**src/design/prescaled_timer_with_reload_assert.svh**
```systemverilog
// Assertion macros for the prescaled timer with reload.
`ifndef PRESCALED_TIMER_WITH_RELOAD_ASSERT_SVH
`define PRESCALED_TIMER_WITH_RELOAD_ASSERT_SVH
`ifndef SYNTH
// The consequent must hold in the same cycle as the antecedent.
`define PTWR_ASSERT_SAME(label, clk, rst_n, ante, cons) \
	label: assert property (@(posedge clk) disable iff (!(rst_n)) (ante) |-> (cons)) \
		else $error("timer assertion failed");
// The consequent must hold in the cycle after the antecedent.
`define PTWR_ASSERT_NEXT(label, clk, rst_n, ante, cons) \
	label: assert property (@(posedge clk) disable iff (!(rst_n)) (ante) |=> (cons)) \
		else $error("timer assertion failed");
`else
`define PTWR_ASSERT_SAME(label, clk, rst_n, ante, cons)
`define PTWR_ASSERT_NEXT(label, clk, rst_n, ante, cons)
`endif
`endif

```
**src/design/ptwr_pkg.sv**
```systemverilog
// Shared types, constants and functions of the prescaled timer with reload.
package ptwr_pkg;

	localparam int CYCLE_BITS = 16;
	localparam int CYC_W      = 16;
	localparam logic [CYC_W-1:0] CYC_MASK =
		(CYCLE_BITS >= CYC_W) ? {CYC_W{1'b1}} : CYC_W'((1 << CYCLE_BITS) - 1);

	localparam int SUM_W     = CYC_W + 1;
	localparam int MIN_SHIFT = 4;
	localparam int EDGE_W    = SUM_W - MIN_SHIFT;

	localparam int ENABLE_BIT = 2;
	localparam logic [29:0] DISABLED_DIST = 30'h3FFF_FFFF;
	localparam logic [7:0]  COUNT_TOP     = 8'hFF;

	localparam logic CMD_ADVANCE = 1'b0;
	localparam logic CMD_LOAD    = 1'b1;

	localparam logic CFG_CONTROL = 1'b0;
	localparam logic CFG_RELOAD  = 1'b1;

	typedef struct packed {
		logic        cmd;
		logic [15:0] cycle_count;
		logic [15:0] load_divider;
		logic [7:0]  load_count;
	} ptwr_req_t;

	typedef struct packed {
		logic [7:0]  divider_high;
		logic [7:0]  timer_count;
		logic        timer_irq;
		logic [29:0] cycles_to_overflow;
	} ptwr_res_t;

	typedef struct packed {
		logic [2:0] timer_control;
		logic [7:0] reload_value;
	} ptwr_cfg_t;

	typedef struct packed {
		logic busy;
		logic done;
	} ptwr_stat_t;

	// Prescaler period as a power of two, by select: shifts of 10, 4, 6 and 8.
	function automatic logic [3:0] period_shift(input logic [1:0] sel);
		logic [3:0] sh;
		case (sel)
			2'd0:    sh = 4'd10;
			2'd1:    sh = 4'd4;
			2'd2:    sh = 4'd6;
			2'd3:    sh = 4'd8;
			default: sh = 4'd10;
		endcase
		return sh;
	endfunction

endpackage

```
**src/design/ptwr_core.sv**
```systemverilog
// Sequencer and datapath that loads or advances the divider and walks the timer edges.
module ptwr_core (
	input  logic                  clk,
	input  logic                  arst_n,
	input  logic                  start,
	input  ptwr_pkg::ptwr_req_t   req,
	input  ptwr_pkg::ptwr_cfg_t   cfg,
	input  logic                  out_free,
	output ptwr_pkg::ptwr_stat_t  stat,
	output ptwr_pkg::ptwr_res_t   res
);

	typedef enum logic [1:0] {
		ST_IDLE,
		ST_EDGES,
		ST_WALK,
		ST_DIST
	} state_t;

	state_t                          state_q;
	logic [15:0]                     divider_q;
	logic [7:0]                      count_q;
	logic [ptwr_pkg::SUM_W-1:0]      after_q;
	logic [ptwr_pkg::EDGE_W-1:0]     edges_q;
	logic                            irq_q;

	logic        enabled;
	logic [3:0]  sh;
	logic [10:0] period;
	logic [10:0] to_edge;
	logic [17:0] span;
	logic [18:0] dist_sum;

	assign enabled = cfg.timer_control[ptwr_pkg::ENABLE_BIT];
	assign sh      = ptwr_pkg::period_shift(cfg.timer_control[1:0]);

	// Cycles to the next prescaler edge plus full periods for the remaining increments.
	assign period   = 11'(1) << sh;
	assign to_edge  = period - (divider_q[10:0] & (period - 11'd1));
	assign span     = {10'd0, 8'(ptwr_pkg::COUNT_TOP - count_q)} << sh;
	assign dist_sum = 19'(span) + 19'(to_edge);

	always_comb begin
		res.divider_high       = divider_q[15:8];
		res.timer_count        = count_q;
		res.timer_irq          = irq_q;
		res.cycles_to_overflow = enabled ? 30'(dist_sum) : ptwr_pkg::DISABLED_DIST;
	end

	assign stat.busy = (state_q != ST_IDLE);
	assign stat.done = (state_q == ST_DIST) && out_free;

	always_ff @(posedge clk or negedge arst_n) begin
		if (!arst_n) begin
			state_q   <= ST_IDLE;
			divider_q <= '0;
			count_q   <= '0;
			after_q   <= '0;
			edges_q   <= '0;
			irq_q     <= 1'b0;
		end else begin
			case (state_q)
				ST_IDLE: begin
					if (start) begin
						irq_q <= 1'b0;
						if (req.cmd == ptwr_pkg::CMD_LOAD) begin
							divider_q <= req.load_divider;
							count_q   <= req.load_count;
							state_q   <= ST_DIST;
						end else begin
							after_q <= {1'b0, divider_q}
								+ {1'b0, req.cycle_count & ptwr_pkg::CYC_MASK};
							state_q <= ST_EDGES;
						end
					end
				end
				ST_EDGES: begin
					// Edges are counted on the unwrapped sum so a crossing at the wrap is seen.
					divider_q <= after_q[15:0];
					if (enabled) begin
						edges_q <= ptwr_pkg::EDGE_W'(after_q >> sh)
							- ptwr_pkg::EDGE_W'({1'b0, divider_q} >> sh);
					end else begin
						edges_q <= '0;
					end
					state_q <= ST_WALK;
				end
				ST_WALK: begin
					if (edges_q == '0) begin
						state_q <= ST_DIST;
					end else begin
						edges_q <= edges_q - ptwr_pkg::EDGE_W'(1);
						if (count_q == ptwr_pkg::COUNT_TOP) begin
							count_q <= cfg.reload_value;
							irq_q   <= 1'b1;
						end else begin
							count_q <= count_q + 8'd1;
						end
					end
				end
				ST_DIST: begin
					if (out_free) begin
						state_q <= ST_IDLE;
					end
				end
				default: begin
					state_q <= ST_IDLE;
				end
			endcase
		end
	end

endmodule

```
**src/design/prescaled_timer_with_reload.sv**
```systemverilog
// Top level of the prescaled timer with reload: ports, registers and result buffer.
//
//  Channel  Direction  Handshake                 Contents
//  s_*      in         s_tvalid / s_tready       timer command (advance or load)
//  m_*      out        m_tvalid / m_tready       divider, count, overflow flag, distance
//  cfg_*    in         cfg_valid / cfg_ready     register index and write data
//
// An advance passes the EDGES, WALK and DIST states, the count being stepped one edge per
// cycle in WALK by a single incrementer; a load goes from IDLE straight to DIST.
// The result waits in an output register while the next command is being worked on.
// Reset clears the divider, the count and both registers.
// The command side is stalled while a command is in progress.
`include "prescaled_timer_with_reload_assert.svh"
module prescaled_timer_with_reload (
	input  logic        clk,
	input  logic        arst_n,
	input  logic        s_tvalid,
	output logic        s_tready,
	input  logic [39:0] s_tdata,  // cycle_count[15:0], load_divider[31:16], load_count[39:32]
	input  logic        s_tuser,  // cmd
	output logic        m_tvalid,
	input  logic        m_tready,
	output logic [47:0] m_tdata,  // divider_high[7:0], timer_count[15:8], timer_irq[16],
	                              // cycles_to_overflow[46:17], zero[47]
	input  logic        cfg_valid,
	output logic        cfg_ready,
	input  logic        cfg_index,
	input  logic [7:0]  cfg_data
);

	ptwr_pkg::ptwr_req_t  req;
	ptwr_pkg::ptwr_cfg_t  cfg_q;
	ptwr_pkg::ptwr_stat_t stat;
	ptwr_pkg::ptwr_res_t  res;

	logic        start;
	logic        out_free;
	logic        m_tvalid_q;
	logic [47:0] m_tdata_q;

	assign req.cmd          = s_tuser;
	assign req.cycle_count  = s_tdata[15:0];
	assign req.load_divider = s_tdata[31:16];
	assign req.load_count   = s_tdata[39:32];

	assign s_tready  = !stat.busy;
	assign start     = s_tvalid && s_tready;
	assign out_free  = !m_tvalid_q || m_tready;
	assign cfg_ready = 1'b1;
	assign m_tvalid  = m_tvalid_q;
	assign m_tdata   = m_tdata_q;

	ptwr_core u_core (
		.clk      (clk),
		.arst_n   (arst_n),
		.start    (start),
		.req      (req),
		.cfg      (cfg_q),
		.out_free (out_free),
		.stat     (stat),
		.res      (res)
	);

	always_ff @(posedge clk or negedge arst_n) begin
		if (!arst_n) begin
			cfg_q <= '0;
		end else if (cfg_valid) begin
			case (cfg_index)
				ptwr_pkg::CFG_CONTROL: cfg_q.timer_control <= cfg_data[2:0];
				ptwr_pkg::CFG_RELOAD:  cfg_q.reload_value  <= cfg_data;
				default:               cfg_q <= cfg_q;
			endcase
		end
	end

	always_ff @(posedge clk or negedge arst_n) begin
		if (!arst_n) begin
			m_tvalid_q <= 1'b0;
		end else if (stat.done) begin
			m_tvalid_q <= 1'b1;
		end else if (m_tready) begin
			m_tvalid_q <= 1'b0;
		end
	end

	always_ff @(posedge clk) begin
		if (stat.done) begin
			m_tdata_q <= {1'b0, res.cycles_to_overflow, res.timer_irq,
				res.timer_count, res.divider_high};
		end
	end

	// A new result is only written when the buffer is empty or being drained.
	`PTWR_ASSERT_SAME(a_no_overwrite, clk, arst_n, stat.done, (!m_tvalid_q || m_tready))
	// An accepted command always occupies the sequencer in the next cycle.
	`PTWR_ASSERT_NEXT(a_busy_after_start, clk, arst_n, start, stat.busy)
	// A completed command leaves a result pending in the next cycle.
	`PTWR_ASSERT_NEXT(a_result_after_done, clk, arst_n, stat.done, m_tvalid_q)

endmodule

```
**config.mk**
```make
export PLATFORM = sky130hd
export DESIGN_NAME = prescaled_timer_with_reload
export DESIGN_NICKNAME = d
export VERILOG_FILES = /design/src/design/ptwr_pkg.sv /design/src/design/ptwr_core.sv /design/src/design/prescaled_timer_with_reload.sv
export VERILOG_INCLUDE_DIRS = /design/src /design/src/design
export SDC_FILE = /design/constraint.sdc
export NUM_CORES = 1
export LEC_CHECK = 0
export BUFFER_PORTS_ARGS = -buffer_cell sky130_fd_sc_hd__buf_2
export CORE_UTILIZATION = 33
export CTS_CLUSTER_SIZE = 24
export DETAILED_ROUTE_END_ITERATION = 8
export PLACE_DENSITY = 0.57
export SLEW_MARGIN = 20
export SYNTH_ARGS = -nofsm -noshare
export SYNTH_HDL_FRONTEND = slang
export SYNTH_SLANG_ARGS = --single-unit
export TNS_END_PERCENT = 30
```
**constraint.sdc**
```tcl
create_clock -name clk -period 4.3 [get_ports clk]
set_clock_uncertainty 0.05 [all_clocks]
set_input_delay 0.43 -clock clk [delete_from_list [all_inputs] [get_ports clk]]
set_output_delay 0.43 -clock clk [all_outputs]
set_load 0.05 [all_outputs]
```
# Word-level counts from Yosys, hierarchy flattened
# Index checks and enable logic that the tools add are counted.
# word_totals
out_inout_bits	51
reg_bits	116
# classes
n_reduce_logical	21
n_mux	24
add_sub_neg	8
bitwise_logic	3
eq_ne	13
n_shift	4
# ops
operator	n
two-way mux 16 bit	2
two-way mux 8 bit	4
case mux 16 bit (2 select lines)	1
two-way mux 30 bit	1
two-way mux 13 bit	2
case mux 13 bit (2 select lines)	1
adder 18 x 11 -> 19 bit	1
left shift 8 x 4 -> 18 bit	1
adder 16 x 16 -> 17 bit	1
>> shifter 17 x 4 -> 13 bit	1
case mux 4 bit (4 select lines)	1
case mux 8 bit (2 select lines)	1
>> shifter 16 x 4 -> 13 bit	1
zero test 13 bit	1
subtractor 13 x 1 -> 13 bit (second input constant)	1
subtractor 13 bit	1
bitwise AND 11 bit	1
left shift 1 x 4 -> 11 bit (first input constant)	1
subtractor 11 x 1 -> 11 bit (second input constant)	1
subtractor 11 bit	1
nonzero test 2 bit	5
AND reduction 3 bit	3
adder 8 x 1 -> 8 bit (second input constant)	1
== test 2 bit (second input constant)	4
other kinds (16)	35

# Depth between registers and ports, before layout
# logic_depth
depth_word	8
depth_mapped	18

# Modules after synthesis
# Synthesis repeated with hierarchy kept, for this count alone.
# hier_totals
hier_cells	904
hier_area_um2	8380.5
# by_module_without_submodules
mod	cells_each	n_inst	area_per_inst_um2
ptwr_core	824	1	6485.0
prescaled_timer_with_reload	80	1	1895.6

# Worst setup path after synthesis
# OpenSTA, ideal clock, no wires.
# synth_timing
kind	reg2reg
startpoint	register cfg_q[8] in the netlist's numbering
endpoint	register m_tdata_q[27], in the netlist m_tdata[27], data pin
arrival_time_ps	3533
stages_incl_launch_ff	17
required_ps	3982
path_buffers	1
setup_time_ps	268
synth_period_minus_slack_ps	3850
setup_slack_ps	450
path_cell_list	dfrtp_1 > inv_1 > ha_1 > buf_2 > nand2_1 > ha_1 > nor2b_1 > o32ai_1 > a31oi_1 > o21bai_1 > xor2_1 > ha_1 > or3_1 > or4_1 > a21oi_2 > xor2_1 > nand2_1
# synth_between
elab_chain_cells	7
word_cells_on_any_way	11
# synth_lines
element	line	rtl
start, declared	prescaled_timer_with_reload.sv:32	ptwr_pkg::ptwr_cfg_t cfg_q;
start signal, assigned	prescaled_timer_with_reload.sv:71	default: cfg_q <= cfg_q;
== test 2 bit, or another cell as far along	ptwr_pkg.sv:50	case (sel)
case mux 4 bit (4 select lines) (*)	ptwr_pkg.sv:50	
left shift 1 x 4 -> 11 bit	ptwr_core.sv:38	assign period = 11'(1) << sh;
subtractor 11 x 1 -> 11 bit	ptwr_core.sv:39	assign to_edge = period - (divider_q[10:0] & (period - 11'd1));
bitwise AND 11 bit	ptwr_core.sv:39	
subtractor 11 bit	ptwr_core.sv:39	
adder 18 x 11 -> 19 bit (*)	ptwr_core.sv:41	assign dist_sum = 19'(span) + 19'(to_edge);
end signal, assigned	prescaled_timer_with_reload.sv:88	m_tdata_q <= {1'b0, res.cycles_to_overflow, res.timer_irq,
end, declared	prescaled_timer_with_reload.sv:39	logic [47:0] m_tdata_q;
# Mark *: on every way between the ends. The rest lies on a longest branch, timed or not. The select of a mux whose other input is x is not followed.
# A chain may end at the register's enable or synchronous reset.

# Final worst setup path
# layout_timing
startpoint	register cfg_q[8] in the netlist's numbering
endpoint	register m_tdata_q[29], in the netlist m_tdata[29], data pin
# Same word-level chain as after synthesis.

==> impl_summary.txt <==
----------------------------------------------------
[Logic synthesis]
  Sequential element share of the synthesized area ... 36.5%
  Mapped Cells ... 881
  Post-synth EDFFs ... 37
  Mapped Area ... 7780 µm²
  Mean post-synth cell area ... 8.83 µm²
  Number of distinct standard cells referenced by the synthesized netlist ... 76
  Yosys reg bits ... 106
  Number of warning messages in the yosys log ... 0
  Most used flip-flop cell after synthesis ... sky130_fd_sc_hd__dfrtp_1
  FFs w/ async S/R, synth ... 65.1%

[Critical path]
  Classification of the worst setup path ... flip-flop to flip-flop
  Slowest cell on the critical path ... sky130_fd_sc_hd__or4_1
  Crit path largest cell delay ... 0.47 ns
  Kind of end point of the critical path ... flip-flop
  Nature of the critical path startpoint ... flip-flop
  Cell type group with the largest total delay on the critical path ... simple AND/OR/NAND/NOR gates
  Max FO, Critical Path ... 5
  Cells traversed along the worst timing path ... inv_1, ha_1, nand2_1, ha_1, nor2b_1, o32ai_1, a31oi_1, o21bai_1, xor2_1, ha_1, or3_1, or4_1, a21oi_2, o22ai_2, mux2i_1
  Most used cell, CP ... sky130_fd_sc_hd__ha_1
  Data required time of the critical path ... 4.37 ns
  Arrival time worst endpoint ... 4.18 ns
  Total buffers and inverters traversed by the critical path ... 1

[Clock tree]
  CTS root buf ... sky130_fd_sc_hd__clkbuf_16
  Clock tree from TritonCTS ... done
  Clock buffers created by TritonCTS ... 9
  Clock latency reported for the late side of the worst-skew pair ... 0.36 ns
  Clock transition time at the flip-flop clock pins of the worst setup and hold paths ... 0.08 ns
  Longest Clk Path Bufs ... 2
  Post-CTS setup buffers ... 0
  Hold bufs inserted after CTS ... 0
  H-Tree Level Count ... 3
  Resize count post-CTS ... 0
  Sinks on the clock net ... 106

[Status]
  Outcome ... complete, no violations

[STA]
  Fin. max-slew vios ... 0
  Unrepaired setup endpoints after global routing ... true
  Worst hold-check slack ... 0.0907 ns
  Final count of negative-setup-slack endpoints ... 0
  Post-route minimum period ... 4.12 ns
  Max-slew headroom ... 32.6%
  Final worst-path cycle share ... 95.7%
  Setup TNS ... 0 ns
  Slew at the pin with the worst max-slew slack ... 1.01 ns
  Final worst slack ... 0.183 ns
  Maximum clock frequency ... 243 MHz
  Number of hold violations in the final report ... 0

[Global route]
  Initial antenna violation count ... 0
  GR Overflow Total ... 0
  Total track usage ... 17.2%
  Via count of the first global-routing pass ... 6,138
  Global-route wire length before repair ... 32.6 mm
  Largest net degree at the start of global routing ... 39

[Cells and area]
  Most common cell after layout, fill and taps aside ... sky130_fd_sc_hd__nand2_1
  Synthesis-to-finish area growth ... 13.8%
  Design area ... 8850 µm²
  Diodes inserted ... 0
  Fraction of final layout cells sized beyond drive strength 1 ... 16.9%
  Commonest cells after routing, fill and taps aside ... sky130_fd_sc_hd__nand2_1 (127), sky130_fd_sc_hd__buf_2 (103), sky130_fd_sc_hd__nor2_1 (70)
  Final layout net count ... 1,072

[Power and ir drop]
  Max IR drop VDD ... 316 µV
  Total power divided by cell area ... 846 nW/µm²
  Static leakage power ... 0.00377 µW

[Routing]
  Top layer reached by signal wires ... met4
  Detail Route Antenna Nets ... 0
  Via-to-Cell Ratio ... 5.16
  Residual DRC ... 0
  Total length of routed met3 wires ... 706 µm
  Average detailed-routed wire length per instance ... 15.7 µm
  Aggregate routed wire length ... 20.0 mm
  M1 wire length ... 9.70 mm
  Vias ... 6,579
  DRT iter0 DRCs ... 343
  First-pass iteration count of the detailed router ... 5
  Wire length on met2 ... 9.40 mm

[Min path]
  Hold WC Path Type ... primary input to async pin

[Floorplanning]
  Area inside the core boundary ... 22,800 µm²
  Floorplan die width ... 156 µm
  Standard-cell rows ... 55
  Number of ports placed on the die boundary ... 106
  DIE HEIGHT ... 156 µm
  Total die area ... 24,200 µm²
  Initial core utilization ... 34.1%

[Placed design]
  Half-perimeter wire length after detailed placement ... 15.0 mm
  Setup slack at placement ... 0.202 ns
  Count of input and output buffers ... 103
  Post-place instance area ... 8530 µm²
  RD Place Congestion ... 0.861

[Run]
  Max-capacitance violation count ... 0

----------------------------------------------------
## state kept, by name, indices dropped and copies added, names as in the netlist
name / cells
u_core.state_q: 2
m_tdata: 37
u_core.irq_q: 1
u_core.count_q: 8
cfg_q: 11
u_core.edges_q: 13
m_tvalid: 1
u_core.divider_q: 16
u_core.after_q: 17
## routing by layer
metal  vias up  GRT usage (%)
met3        14           2.08
met5         -              0
met4         0           4.95
li1       3337              -
met1      3093           23.4
met2       135           28.4
## where the power goes
part           switching (µW)  total, µW  internal (µW)
registers                 468       1990           1520
logic                    2860       4590           1730
clock network             441        913            472
## kinds of logic (layout without fill, tap and decap cells)
logic type,count (synthesis),count (layout),synth area share (%)
AOI/OAI and AO/OA,218,218,17.9
adders and majority gates,59,59,9.68
buffers and inverters,78,157,4.63
DFF,106,106,36.5
and+or+nand+nor,328,328,19.9
other,2,5,0.0965
xor gates and xnor gates,37,37,4.17
muxes,53,53,7.17
## worst paths after layout
check	cells past startpoint	slack, ns	end	from
setup / recovery	15	0.18	m_tdata[29]	cfg_q[8]
hold / removal	1	0.09	cfg_q[4]	arst_n
setup reg to reg	15	0.18	m_tdata[29]	cfg_q[8]
hold reg to reg	0	0.43	m_tdata[16]	u_core.irq_q
max in group asynchronous	2	3.05	u_core.divider_q[3]	arst_n
min in group clk	2	0.24	cfg_q[4]	cfg_data[4]
## stage by stage
stage | util (%) | std cells | total power (µW)
floorplan | - | 884 | 5570
global placement | 37.3 | 1260 | 6540
detailed placement | 37.3 | 1260 | 6580
CTS | 38.7 | 1276 | 7540
global route | 38.7 | 1276 | 8190
finish | 38.7 | 1276 | 7490
## final cells by class
type	count	area, µm²
fill	2356	14000
multi-input combinational	700	4600
sequential	106	2840
timing repair buffer	114	598
tap	313	392
clock buffer	9	225
inverter	27	101
clock inverter	7	95.1
## Yosys cell counts, drive strengths merged, types with 13 or more instances
cell type  number  area [µm²]
o21ai          55         279
o31ai          13        97.6
mux2i          40         400
inv            26        97.6
xor2           20         175
edfxtp         37        1110
buf            22         150
ha             57         713
a21oi          68         352
dfrtp          69        1730
and3           19         119
nand3          28         140
nor3           17        85.1
nand2         127         477
xnor2          17         149
nand2b         14        87.6
clkbuf         29         109
nor2           72         273
(Power assumes the default switching activity.)
